[src/sv/lts_pkg.sv]
// ----------------------------------------------------------------------------
// lts_pkg
// Types and constants shared by the light tracker integral servo modules.
// ----------------------------------------------------------------------------
package lts_pkg;

    localparam int NUM_SENSORS = 8;
    localparam int SAMPLE_W = 16;
    localparam int CH_W     = 3;
    localparam int MODE_W   = 2;
    localparam int SP_W     = 11;
    localparam int GAIN_W   = 8;
    localparam int NUM_W    = 20;   // best*ch + second*ch, channels up to 7
    localparam int DEN_W    = 17;
    localparam int POS_W    = 11;   // position never exceeds 7.0 in Q8
    localparam int FRAC_W   = 8;
    localparam int ERR_W    = 13;
    localparam int OUT_ERR_W = 12;
    localparam int PROD_W   = ERR_W + GAIN_W + 1;
    localparam int INTEG_W  = 23;
    localparam int SUM_W    = INTEG_W + 2;
    localparam int DAC_W    = 12;
    localparam int FRAC_Q11 = 11;

    localparam int DIV_STEPS = POS_W;
    localparam int CNT_W     = $clog2(DIV_STEPS);

    localparam logic [DAC_W-1:0]   DAC_MAX     = 12'hFFF;
    localparam logic [INTEG_W-1:0] INTEG_RESET = INTEG_W'(2047 * 2048);
    localparam logic [INTEG_W-1:0] INTEG_MAX   = INTEG_W'(4095 * 2048);

    localparam logic [SP_W-1:0]   SETPOINT_RESET  = SP_W'(896);
    localparam logic [GAIN_W-1:0] GAIN_RESET      = GAIN_W'(1);
    localparam logic [SP_W-1:0]   THRESHOLD_RESET = SP_W'(64);

    localparam int APB_ADDR_W = 4;
    localparam int APB_DATA_W = 32;

    typedef enum logic [MODE_W-1:0] {
        MODE_AUTO   = 2'd0,
        MODE_MANUAL = 2'd1,
        MODE_SLEEP  = 2'd2
    } mode_t;

    typedef enum logic [1:0] {
        REG_SETPOINT  = 2'd0,
        REG_GAIN      = 2'd1,
        REG_THRESHOLD = 2'd2
    } reg_idx_t;

    typedef enum logic [2:0] {
        ST_IDLE,
        ST_MUL,
        ST_DIV,
        ST_UPD,
        ST_LOAD
    } state_t;

    typedef struct packed {
        logic accept;
        logic mul;
        logic div_step;
        logic update;
        logic load_out;
    } dp_cmd_t;

    typedef struct packed {
        logic is_direct;   // non-auto item, result without computation
        logic is_last;     // auto sample on the last channel
    } dp_status_t;

endpackage

[src/sv/lts_ctrl.sv]
// ----------------------------------------------------------------------------
// lts_ctrl
// Sequencer for the servo: accepts items, steps the divider and loads results.
// ----------------------------------------------------------------------------
module lts_ctrl (
    input  logic                aclk,
    input  logic                aresetn,
    input  logic                s_valid,
    output logic                s_ready,
    output logic                m_valid,
    input  logic                m_ready,
    input  lts_pkg::dp_status_t status,
    output lts_pkg::dp_cmd_t    cmd
);
    import lts_pkg::*;

    state_t           state_reg, state_next;
    logic [CNT_W-1:0] cnt_reg, cnt_next;
    logic             m_valid_reg, m_valid_next;

    assign s_ready = (state_reg == ST_IDLE) && aresetn;
    assign m_valid = m_valid_reg;

    always_ff @(posedge aclk) begin
        if (!aresetn) begin
            state_reg   <= ST_IDLE;
            cnt_reg     <= '0;
            m_valid_reg <= 1'b0;
        end else begin
            state_reg   <= state_next;
            cnt_reg     <= cnt_next;
            m_valid_reg <= m_valid_next;
        end
    end

    always_comb begin
        state_next   = state_reg;
        cnt_next     = cnt_reg;
        m_valid_next = m_valid_reg && !m_ready;
        cmd          = '0;
        unique case (state_reg)
            ST_IDLE: begin
                if (s_valid && s_ready) begin
                    cmd.accept = 1'b1;
                    if (status.is_direct) begin
                        state_next = ST_LOAD;
                    end else if (status.is_last) begin
                        state_next = ST_MUL;
                    end
                end
            end
            ST_MUL: begin
                cmd.mul    = 1'b1;
                cnt_next   = '0;
                state_next = ST_DIV;
            end
            ST_DIV: begin
                cmd.div_step = 1'b1;
                cnt_next     = cnt_reg + 1'b1;
                if (cnt_reg == CNT_W'(DIV_STEPS - 1)) begin
                    state_next = ST_UPD;
                end
            end
            ST_UPD: begin
                cmd.update = 1'b1;
                state_next = ST_LOAD;
            end
            ST_LOAD: begin
                // The output register may be refilled in the cycle it is emptied.
                if (!m_valid_reg || m_ready) begin
                    cmd.load_out = 1'b1;
                    m_valid_next = 1'b1;
                    state_next   = ST_IDLE;
                end
            end
            default: begin
                state_next = ST_IDLE;
            end
        endcase
    end

endmodule

[src/sv/lts_dp.sv]
// ----------------------------------------------------------------------------
// lts_dp
// Datapath: brightness tracker, position divider, integrator, result registers.
// ----------------------------------------------------------------------------
module lts_dp (
    input  logic                                   aclk,
    input  logic                                   aresetn,
    input  lts_pkg::dp_cmd_t                       cmd,
    output lts_pkg::dp_status_t                    status,
    input  logic [lts_pkg::MODE_W-1:0]             s_mode,
    input  logic [lts_pkg::CH_W-1:0]               s_channel,
    input  logic [lts_pkg::SAMPLE_W-1:0]           s_sample,
    input  logic [lts_pkg::SAMPLE_W-1:0]           s_manual_value,
    input  logic [lts_pkg::SP_W-1:0]               setpoint_q8,
    input  logic [lts_pkg::GAIN_W-1:0]             gain_eighths,
    input  logic [lts_pkg::SP_W-1:0]               settle_threshold_q8,
    output logic [lts_pkg::DAC_W-1:0]              m_dac_code,
    output logic signed [lts_pkg::OUT_ERR_W-1:0]   m_error_q8,
    output logic                                   m_settled
);
    import lts_pkg::*;

    logic [SAMPLE_W-1:0] best_value_reg, second_value_reg;
    logic [CH_W-1:0]     best_channel_reg, second_channel_reg;
    logic                second_seen_reg;
    logic [INTEG_W-1:0]  integ_reg;

    logic [DEN_W-1:0]    den_reg;
    logic                den_zero_reg;
    logic [DEN_W-1:0]    rem_reg;
    logic [POS_W-1:0]    low_reg;
    logic [POS_W-1:0]    quo_reg;

    logic [DAC_W-1:0]     pend_dac_reg;
    logic [OUT_ERR_W-1:0] pend_err_reg;
    logic                 pend_settled_reg;
    logic [DAC_W-1:0]     out_dac_reg;
    logic [OUT_ERR_W-1:0] out_err_reg;
    logic                 out_settled_reg;

    logic                track_en;
    logic [NUM_W-1:0]    num_next;
    logic [DEN_W-1:0]    den_next;
    logic [DEN_W:0]      shifted;
    logic [DEN_W:0]      trial;
    logic signed [ERR_W-1:0]  err;
    logic signed [PROD_W-1:0] prod;
    logic signed [SUM_W-1:0]  sum;
    logic [INTEG_W-1:0]       integ_next;
    logic [DAC_W-1:0]         manual_dac;

    assign track_en         = (s_mode == MODE_AUTO) && (int'(s_channel) < NUM_SENSORS);
    assign status.is_direct = (s_mode != MODE_AUTO);
    assign status.is_last   = (s_mode == MODE_AUTO) && (int'(s_channel) == NUM_SENSORS - 1);

    assign manual_dac = (s_manual_value > SAMPLE_W'(DAC_MAX)) ? DAC_MAX
                                                              : s_manual_value[DAC_W-1:0];

    // Tracker: keeps the two brightest channels of the current scan.
    always_ff @(posedge aclk) begin
        if (!aresetn) begin
            best_value_reg     <= '0;
            best_channel_reg   <= '0;
            second_value_reg   <= '0;
            second_channel_reg <= '0;
            second_seen_reg    <= 1'b0;
        end else if (cmd.accept && track_en) begin
            if (s_channel == '0) begin
                best_value_reg   <= s_sample;
                best_channel_reg <= '0;
                second_seen_reg  <= 1'b0;
            end else if (s_sample > best_value_reg) begin
                second_value_reg   <= best_value_reg;
                second_channel_reg <= best_channel_reg;
                second_seen_reg    <= 1'b1;
                best_value_reg     <= s_sample;
                best_channel_reg   <= s_channel;
            end else if (!second_seen_reg || (s_sample > second_value_reg)) begin
                second_value_reg   <= s_sample;
                second_channel_reg <= s_channel;
                second_seen_reg    <= 1'b1;
            end
        end
    end

    assign num_next = NUM_W'(best_value_reg) * NUM_W'(best_channel_reg)
                    + NUM_W'(second_value_reg) * NUM_W'(second_channel_reg);
    assign den_next = DEN_W'(best_value_reg) + DEN_W'(second_value_reg);

    // Restoring divide of num*256 by den. The quotient is below 2^POS_W, so the
    // top dividend bits already sit below the divisor and only POS_W steps run.
    assign shifted = {rem_reg, low_reg[POS_W-1]};
    assign trial   = shifted - {1'b0, den_reg};

    always_ff @(posedge aclk) begin
        if (cmd.mul) begin
            den_reg      <= den_next;
            den_zero_reg <= (den_next == '0);
            rem_reg      <= num_next[NUM_W-1:NUM_W-DEN_W];
            low_reg      <= {num_next[NUM_W-DEN_W-1:0], {FRAC_W{1'b0}}};
            quo_reg      <= '0;
        end else if (cmd.div_step) begin
            low_reg <= {low_reg[POS_W-2:0], 1'b0};
            if (!trial[DEN_W]) begin
                rem_reg <= trial[DEN_W-1:0];
                quo_reg <= {quo_reg[POS_W-2:0], 1'b1};
            end else begin
                rem_reg <= shifted[DEN_W-1:0];
                quo_reg <= {quo_reg[POS_W-2:0], 1'b0};
            end
        end
    end

    assign err  = den_zero_reg ? '0
                : $signed({2'b00, setpoint_q8}) - $signed({2'b00, quo_reg});
    assign prod = err * $signed({1'b0, gain_eighths});
    assign sum  = $signed({2'b00, integ_reg})
                + $signed({{(SUM_W-PROD_W){prod[PROD_W-1]}}, prod});

    always_comb begin
        if (sum < 0) begin
            integ_next = '0;
        end else if (sum > $signed({2'b00, INTEG_MAX})) begin
            integ_next = INTEG_MAX;
        end else begin
            integ_next = sum[INTEG_W-1:0];
        end
    end

    always_ff @(posedge aclk) begin
        if (!aresetn) begin
            integ_reg <= INTEG_RESET;
        end else if (cmd.update) begin
            integ_reg <= integ_next;
        end
    end

    always_ff @(posedge aclk) begin
        if (cmd.accept && status.is_direct) begin
            pend_dac_reg     <= (s_mode == MODE_MANUAL) ? manual_dac : '0;
            pend_err_reg     <= '0;
            pend_settled_reg <= 1'b0;
        end else if (cmd.update) begin
            pend_dac_reg     <= integ_next[INTEG_W-1:FRAC_Q11];
            pend_err_reg     <= err[OUT_ERR_W-1:0];
            pend_settled_reg <= (err < $signed({2'b00, settle_threshold_q8}));
        end
    end

    always_ff @(posedge aclk) begin
        if (cmd.load_out) begin
            out_dac_reg     <= pend_dac_reg;
            out_err_reg     <= pend_err_reg;
            out_settled_reg <= pend_settled_reg;
        end
    end

    assign m_dac_code = out_dac_reg;
    assign m_error_q8 = $signed(out_err_reg);
    assign m_settled  = out_settled_reg;

endmodule

[src/sv/light_tracker_integral_servo.sv]
// ----------------------------------------------------------------------------
// light_tracker_integral_servo
// Light-seeking servo: tracks the two brightest sensors, integrates the error.
// ----------------------------------------------------------------------------
// Input items arrive on s_valid/s_ready with mode, channel, sample and
// manual_value. Results leave on m_valid/m_ready with dac_code, error_q8 and
// settled. Settings are written through the APB port; pready is always high.
// An auto sample on a channel other than the last one only updates the
// brightness tracker: it gives no result and leaves the block idle, so
// these samples stream at one item per cycle. The last-channel sample
// runs a multiply step, a restoring divide and an integrator update, then
// waits to load its result into the output register; the next item is
// taken once the result is loaded. Manual, sleep and unused-mode items go
// straight to the load step.
// A finished result sits in an output register; while the receiver stalls,
// one further result is computed and held, and input then waits.
// Synchronous reset clears the tracker, loads the integrator with mid-scale,
// restores the register defaults and drops m_valid.
// ----------------------------------------------------------------------------
module light_tracker_integral_servo (
    input  logic                                  aclk,
    input  logic                                  aresetn,
    input  logic                                  s_valid,
    output logic                                  s_ready,
    input  logic [lts_pkg::MODE_W-1:0]            s_mode,
    input  logic [lts_pkg::CH_W-1:0]              s_channel,
    input  logic [lts_pkg::SAMPLE_W-1:0]          s_sample,
    input  logic [lts_pkg::SAMPLE_W-1:0]          s_manual_value,
    output logic                                  m_valid,
    input  logic                                  m_ready,
    output logic [lts_pkg::DAC_W-1:0]             m_dac_code,
    output logic signed [lts_pkg::OUT_ERR_W-1:0]  m_error_q8,
    output logic                                  m_settled,
    input  logic                                  psel,
    input  logic                                  penable,
    input  logic                                  pwrite,
    input  logic [lts_pkg::APB_ADDR_W-1:0]        paddr,
    input  logic [lts_pkg::APB_DATA_W-1:0]        pwdata,
    output logic [lts_pkg::APB_DATA_W-1:0]        prdata,
    output logic                                  pready
);
    import lts_pkg::*;

    logic [SP_W-1:0]   setpoint_reg;
    logic [GAIN_W-1:0] gain_reg;
    logic [SP_W-1:0]   threshold_reg;
    reg_idx_t          reg_idx;
    logic              wr_en;

    dp_cmd_t    cmd;
    dp_status_t status;

    assign pready  = 1'b1;
    assign reg_idx = reg_idx_t'(paddr[3:2]);
    assign wr_en   = psel && penable && pwrite && pready;

    always_ff @(posedge aclk) begin
        if (!aresetn) begin
            setpoint_reg  <= SETPOINT_RESET;
            gain_reg      <= GAIN_RESET;
            threshold_reg <= THRESHOLD_RESET;
        end else if (wr_en) begin
            unique case (reg_idx)
                REG_SETPOINT:  setpoint_reg  <= pwdata[SP_W-1:0];
                REG_GAIN:      gain_reg      <= pwdata[GAIN_W-1:0];
                REG_THRESHOLD: threshold_reg <= pwdata[SP_W-1:0];
                default: begin
                end
            endcase
        end
    end

    always_comb begin
        unique case (reg_idx)
            REG_SETPOINT:  prdata = APB_DATA_W'(setpoint_reg);
            REG_GAIN:      prdata = APB_DATA_W'(gain_reg);
            REG_THRESHOLD: prdata = APB_DATA_W'(threshold_reg);
            default:       prdata = '0;
        endcase
    end

    lts_ctrl u_ctrl (
        .aclk    (aclk),
        .aresetn (aresetn),
        .s_valid (s_valid),
        .s_ready (s_ready),
        .m_valid (m_valid),
        .m_ready (m_ready),
        .status  (status),
        .cmd     (cmd)
    );

    lts_dp u_dp (
        .aclk                (aclk),
        .aresetn             (aresetn),
        .cmd                 (cmd),
        .status              (status),
        .s_mode              (s_mode),
        .s_channel           (s_channel),
        .s_sample            (s_sample),
        .s_manual_value      (s_manual_value),
        .setpoint_q8         (setpoint_reg),
        .gain_eighths        (gain_reg),
        .settle_threshold_q8 (threshold_reg),
        .m_dac_code          (m_dac_code),
        .m_error_q8          (m_error_q8),
        .m_settled           (m_settled)
    );

endmodule

[config.mk]
export PLATFORM = sky130hd
export DESIGN_NAME = light_tracker_integral_servo
export DESIGN_NICKNAME = d
export VERILOG_FILES = /design/src/sv/lts_pkg.sv /design/src/sv/lts_ctrl.sv /design/src/sv/lts_dp.sv /design/src/sv/light_tracker_integral_servo.sv
export SDC_FILE = /design/constraint.sdc
export NUM_CORES = 1
export LEC_CHECK = 0
export BUFFER_PORTS_ARGS = -buffer_cell sky130_fd_sc_hd__buf_2
export CAP_MARGIN = 20
export CORE_UTILIZATION = 30
export DETAILED_ROUTE_END_ITERATION = 7
export GPL_ROUTABILITY_DRIVEN = 0
export MAX_ROUTING_LAYER = met4
export RECOVER_POWER = 100
export SLEW_MARGIN = 20
export SYNTH_ARGS = -nofsm -noshare
export SYNTH_HDL_FRONTEND = slang
export SYNTH_SLANG_ARGS = --single-unit
[constraint.sdc]
create_clock -name aclk -period 7.5 [get_ports aclk]
set_input_delay 0.75 -clock aclk [delete_from_list [all_inputs] [get_ports aclk]]
set_output_delay 0.75 -clock aclk [all_outputs]
set_load 0.03 [all_outputs]
== Yosys cells after proc, flatten, opt, wreduce, memory -nomap -nowiden ==
Cells that the tools add are included.

* Multipliers: 3
* Multiplexer cells: 41
* $add $sub $neg: 6
* $lt $le $gt $ge: 6
* Eq/ne operators: 13
* Bitwise gates (word level): 1
* Reduce and logical (&&, ||, !) cells: 32

{| class="wikitable"
|+ Operators with widths
! kind !! count
|-
| $mux 16 || 4
|-
| $mux 17 || 3
|-
| $mux 12 || 4
|-
| $mux 23 || 2
|-
| $mul 16x3->19 || 2
|-
| $pmux 11 s3 || 1
|-
| $gt 16x16->1 || 2
|-
| $mux 3 || 9
|-
| $add 24x22->25 || 1
|-
| $gt 25x24->1 const B || 1
|-
| $lt 25x1->1 const B || 1
|-
| $mul 13x9->22 || 1
|-
| $mux 11 || 2
|-
| $add 19x19->20 || 1
|-
| $sub 18x17->18 || 1
|-
| $add 16x16->17 || 1
|-
| $logic_not 17->1 || 1
|-
| $gt 16x12->1 const B || 1
|-
| $pmux 3 s5 || 1
|-
| $lt 13x12->1 || 1
|-
| $mux 1 || 13
|-
| $mux 13 || 1
|-
| $reduce_bool 2->1 || 6
|-
| $sub 11x11->12 || 1
|-
| other kinds (21) || 41
|}

* Input port bits: 80
* Bits in registers: 199
* Output and inout bits: 60

== Depth between registers and ports, before layout ==
* Depth after elaboration: 9
* Mapped depth: 34
* Mapped depth without buffers: 32

== Cells and area by module ==
A second synthesis with hierarchy kept.

* Cell total of the unflattened synthesis: 2091
* Area, all modules: 18680.4 um^2

{| class="wikitable"
|+ By module, submodules not included
! module !! cells an instance !! instances !! area each (um^2)
|-
| lts_dp || 1852 || 1 || 16609.7
|-
| light_tracker_integral_servo || 176 || 1 || 1556.5
|-
| lts_ctrl || 63 || 1 || 514.2
|}

== Worst setup path after synthesis ==
OpenSTA, ideal clock, no wires.

* Kind: reg-to-reg
* Start point: register setpoint_reg[0]
* End point: register u_dp.pend_dac_reg[1] (data pin)
* Setup slack: -0.446 ns
* Clock period less this slack: 7.946 ns
* Arrival: 7.675 ns
* Cell stages (with the launch flop): 34
* Cell sequence: dfxtp_1 -> inv_1 -> ha_1 -> fa_1 -> nor2b_1 -> o21ai_0 -> a21oi_1 -> o21ai_0 -> a21oi_1 -> o21ai_0 -> a21boi_0 -> o21ai_0 -> a211oi_1 -> o21ai_0 -> fa_1 -> inv_1 -> fa_1 -> fa_1 -> fa_1 -> inv_1 -> fa_1 -> inv_1 -> ha_1 -> buf_2 -> a21o_1 -> a21oi_1 -> o21ai_1 -> and4_1 -> a2111oi_2 -> nor3_1 -> or3_1 -> nand2_1 -> buf_2 -> o22ai_1

* Cells in the longest elaborated chain, start to end: 9

{| class="wikitable"
|+ RTL lines
! item !! RTL line !! source
|-
| start: declaration || light_tracker_integral_servo.sv:44 || <nowiki>logic [SP_W-1:0] setpoint_reg;</nowiki>
|-
| start signal: assignment || light_tracker_integral_servo.sv:64 || <nowiki>REG_SETPOINT: setpoint_reg <= pwdata[SP_W-1:0];</nowiki>
|-
| $sub 11x11->12 * || lts_dp.sv:115 || <nowiki>: $signed({2'b00, setpoint_q8}) - $signed({2'b00, quo_reg});</nowiki>
|-
| $mux 13 * || lts_dp.sv:114 || <nowiki>assign err = den_zero_reg ? '0</nowiki>
|-
| $mul 13x9->22 * || lts_dp.sv:116 || <nowiki>assign prod = err * $signed({1'b0, gain_eighths});</nowiki>
|-
| $add 24x22->25 * || lts_dp.sv:118 || <nowiki>+ $signed({{(SUM_W-PROD_W){prod[PROD_W-1]}}, prod});</nowiki>
|-
| $gt 25x24->1 || lts_dp.sv:123 || <nowiki>end else if (sum > $signed({2'b00, INTEG_MAX})) begin</nowiki>
|-
| $mux 23 || lts_dp.sv:123 ||
|-
| $mux 23 * || lts_dp.sv:121 || <nowiki>if (sum < 0) begin</nowiki>
|-
| $mux 12 * || lts_dp.sv:143 || <nowiki>end else if (cmd.update) begin</nowiki>
|-
| $mux 12 * || lts_dp.sv:139 || <nowiki>if (cmd.accept && status.is_direct) begin</nowiki>
|-
| end signal: assignment || lts_dp.sv:140 || <nowiki>pend_dac_reg <= (s_mode == MODE_MANUAL) ? manual_dac : '0;</nowiki>
|-
| end signal: assignment || lts_dp.sv:144 || <nowiki>pend_dac_reg <= integ_next[INTEG_W-1:FRAC_Q11];</nowiki>
|-
| end: declaration || lts_dp.sv:34 || <nowiki>logic [DAC_W-1:0] pend_dac_reg;</nowiki>
|}

Every way passes the cells marked *; elsewhere a longest branch is shown, timed or not. The select of a mux whose other input is x is not followed.
A chain may end at the register's enable or synchronous reset.

== Worst setup path in the final report ==
* Start point: register u_dp.quo_reg[2]
* End point: register u_dp.integ_reg[2]

* Cells in the longest elaborated chain, start to end: 7

{| class="wikitable"
|+ RTL lines
! item !! RTL line !! source
|-
| start: declaration || lts_dp.sv:32 || <nowiki>logic [POS_W-1:0] quo_reg;</nowiki>
|-
| start signal: assignment || lts_dp.sv:106 || <nowiki>quo_reg <= {quo_reg[POS_W-2:0], 1'b1};</nowiki>
|-
| start signal: assignment || lts_dp.sv:109 || <nowiki>quo_reg <= {quo_reg[POS_W-2:0], 1'b0};</nowiki>
|-
| $sub 11x11->12 * || lts_dp.sv:115 ||
|-
| $mux 13 * || lts_dp.sv:114 ||
|-
| net u_dp.err[2] || lts_dp.sv:46 || <nowiki>logic signed [ERR_W-1:0] err;</nowiki>
|-
| $mul 13x9->22 * || lts_dp.sv:116 ||
|-
| $add 24x22->25 * || lts_dp.sv:118 ||
|-
| $gt 25x24->1 || lts_dp.sv:123 ||
|-
| $mux 23 || lts_dp.sv:123 ||
|-
| $mux 23 * || lts_dp.sv:121 ||
|-
| end signal: assignment || lts_dp.sv:134 || <nowiki>integ_reg <= integ_next;</nowiki>
|-
| end: declaration || lts_dp.sv:26 || <nowiki>logic [INTEG_W-1:0] integ_reg;</nowiki>
|}

Mark *: on every way through the listed nets, which the timed path passes. The rest lies on a longest branch.

==> results.txt <==
Met2 track utilization from global routing: 25.9%
DR iter-0 viols: 946
Yosys top cell area share: 18.1%
Sum Neg Setup Slack: -0.219 ns
Share of layout cells above drive strength 1: 16.1%
Critical path required time: 7.92 ns
Max VDD drop: 277 µV
Final ANT Viol Nets: 0
Clk Latency, worst-skew pair: 0.50 ns
Final Util: 36.2%
CP max FO: 7
TritonCTS clock tree: built
Grt ovf: 0
Final Cycle Share: 101%
Synth area leader: fa_1
Final HPWL DP: 36200 µm
Vias: 14900
Slew Limit Fails: 95
I/O Pins: 140
Main flop type after synthesis: dfxtp_1
Power Dens Cells: 288 nW/µm²
Worst hold path class: flop to flop
Max reg flops: 23
Post-synth cell types: 82
Post-Syn Area: 18200 µm²
Vias in the first global route: 15200
Register area share after synthesis: 25.9%
Clk buf depth: 2
Row count: 90
P_leak: 0.00995 µW
WP data arrival: 7.99 ns
Max Cap Violations: 4
Num CTS Buffers: 17
Seq cells post-synth: 199
Type of origin of the critical path: flop
Overall routing resource usage: 15.7%
H-tree depth: 4
Die extent in x: 249 µm
Worst path slowest cell: fa_1
Crit-path max cell delay: 0.52 ns
Syn Area/Cell: 8.79 µm²
GRT Max-Usage Layer: met2
Area delta synth->final: 19.5%
First-pass GRT wire length: 76400 µm
DR DRC count: 0
Worst slew pin tran: 2.62 ns
Synth top area cells: fa_1 18%, dfxtp_1 14%, edfxtp_1 12%
Die ar.: 61800 µm²
Number of nets in the layout: 2680
Status: complete, but fails checks
Mapped Cells: 2075
CP endpoint kind: flop
Setup Viol. Count Final: 9
Clock Sinks: 199
M1 GR Usage: 19.6%
Via/cell ratio: 4.86
Worst-path clk slew: 0.08 ns
Min Tclk post-route: 7.56 ns
Core ar.: 60200 µm²
Final Hold Fails: 0
Routed WL: 46700 µm
WHS: 0.418 ns
Number of synthesized flops with an enable pin: 75
RSZ-0062 raised after global routing: yes
PortBufs: 94
DRT Pass-1 Iters: 7
Max_slew headroom: -76.3%
Met3 Track Usage GR: 2.85%
Setup ws final: -0.0644 ns
Clock Skew: 0.0163 ns
Initial antenna violation count: 0
CTS Hold Bufs: 0
Synth warnings: 0
Async set-reset flop share out of synthesis: 0%
Failing checks: capacitance limit, slew limit, setup timing
Largest net degree at the start of global routing: 58
Crit path top cell by count: buf_4
Clock root buffer: clkbuf_16
Achievable Freq: 0.132 GHz
Die H: 249 µm
Initial Util: 30.3%
Crit path kind: flop to flop
Wire length per cell: 15.2 µm
[cell type report]
cell class / count / area (µm²)
clock inverter: 12 / 168
timing repair buffer: 252 / 1640
antenna: 1 / 2.50
clock buffer: 20 / 447
multi-input combinational: 1472 / 12600
inverter: 326 / 1220
tap: 782 / 978
fill: 6021 / 38400
sequential: 199 / 4740
[Yosys cell counts (all sizes together) (11+ instances only)]
cell type,count
xor2,23
nand2b,14
and3,11
clkbuf,65
o221ai,11
dfxtp,124
a21oi,121
nor2b,18
o31ai,21
a211oi,16
buf,33
edfxtp,75
inv,325
mux2i,42
o22ai,22
nand2,256
nor3,38
nand4,11
nor2,110
and2,72
ha,167
fa,165
o21a,20
nand3,38
a21o,28
xnor2,36
o21ai,91
[per-layer routing]
metal  share of wire [%]  routed length, µm  vias up
li1                    -                  -     7262
met1                  45              21100     7239
met2                  48              22400      328
met3                 4.6               2150       66
met4                 2.2               1020        0
met5                   0                  0        -
[power by group]
part	leakage, µW	switching [µW]	internal [µW]
registers	0.00169	46.6	1260
clock network	0.000300	465	540
logic	0.00796	2010	1940
total	0.00995	2530	3750
[layout by cell type, fill, tap and decap left out, types with 11 or more instances in the layout]
master,netlist,routed
xor2_1,23,23
inv_1,325,312
a211oi_1,16,14
nand2_1,256,250
nor3_1,38,33
buf_4,22,148
mux2i_1,42,42
ha_1,167,155
nand2b_1,14,14
buf_2,7,54
conb_1,2,22
xnor2_1,36,34
o31ai_1,21,21
clkbuf_16,0,18
clkbuf_1,65,47
fa_1,165,161
edfxtp_1,75,75
nor2b_1,17,13
dfxtp_1,124,122
o21ai_0,78,65
a21oi_1,120,112
ha_4,0,12
and2_1,72,68
o21a_1,20,20
a21o_1,28,28
nor2_1,109,97
inv_2,0,13
o22ai_2,0,11
nor2_4,0,12
nand4_1,11,11
o21ai_2,1,14
nand3_1,38,38
[path summary, 6_finish.rpt]
kind	start	endpoint	slack, ns	cells past startpoint
max	u_dp.quo_reg[2]	u_dp.integ_reg[2]	-0.06	36
min	u_dp.pend_dac_reg[5]	u_dp.m_dac_code[5]	0.42	0
min reg2reg	u_dp.pend_dac_reg[5]	u_dp.m_dac_code[5]	0.42	0
max reg2reg	u_dp.quo_reg[2]	u_dp.integ_reg[2]	-0.06	36
[through the flow]
step	setup slack (ns)	area [µm²]	power, µW	instances
after floorplan	0.00301	18400	3150	2095
after global placement	-0.465	20400	4280	3000
after detailed placement	-0.533	20400	4350	3001
after CTS	-0.0329	21400	5630	3052
after global routing	-0.418	21800	6730	3063
final	-0.0644	21800	6270	3064
[kinds of logic (layout without fill, tap and decap cells)]
| family | count (synthesis) | in the layout | synth area share [%] |
|---|---|---|---|
| XOR/XNOR | 59 | 59 | 2.83 |
| buffers and inverters | 424 | 610 | 9.22 |
| AND/OR/NAND/NOR | 614 | 614 | 15.9 |
| adder cells (fa/ha/maj) | 332 | 332 | 29.6 |
| multiplexers | 43 | 43 | 2.37 |
| flip-flops | 199 | 199 | 25.9 |
| other | 2 | 23 | 0.0412 |
| AO/OA/AOI/OAI | 402 | 402 | 14.1 |
[worst max-delay path: cells and delay by family, from the launching register on]
family / cells / cell delay [ns]
buffers and inverters: 16 / 1.68
AO/OA/AOI/OAI: 7 / 1.10
adder cells (fa/ha/maj): 7 / 2.81
flip-flops: 1 / 0.31
AND/OR/NAND/NOR: 6 / 1.57
[repair_timing]
item,CTS,global route
endpoints found under the setup margin,35,35
cloned,0,1
buffers inserted,19,10
resized for setup,62,98
pin swaps,55,82
Power figures use the tool's default switching activity.
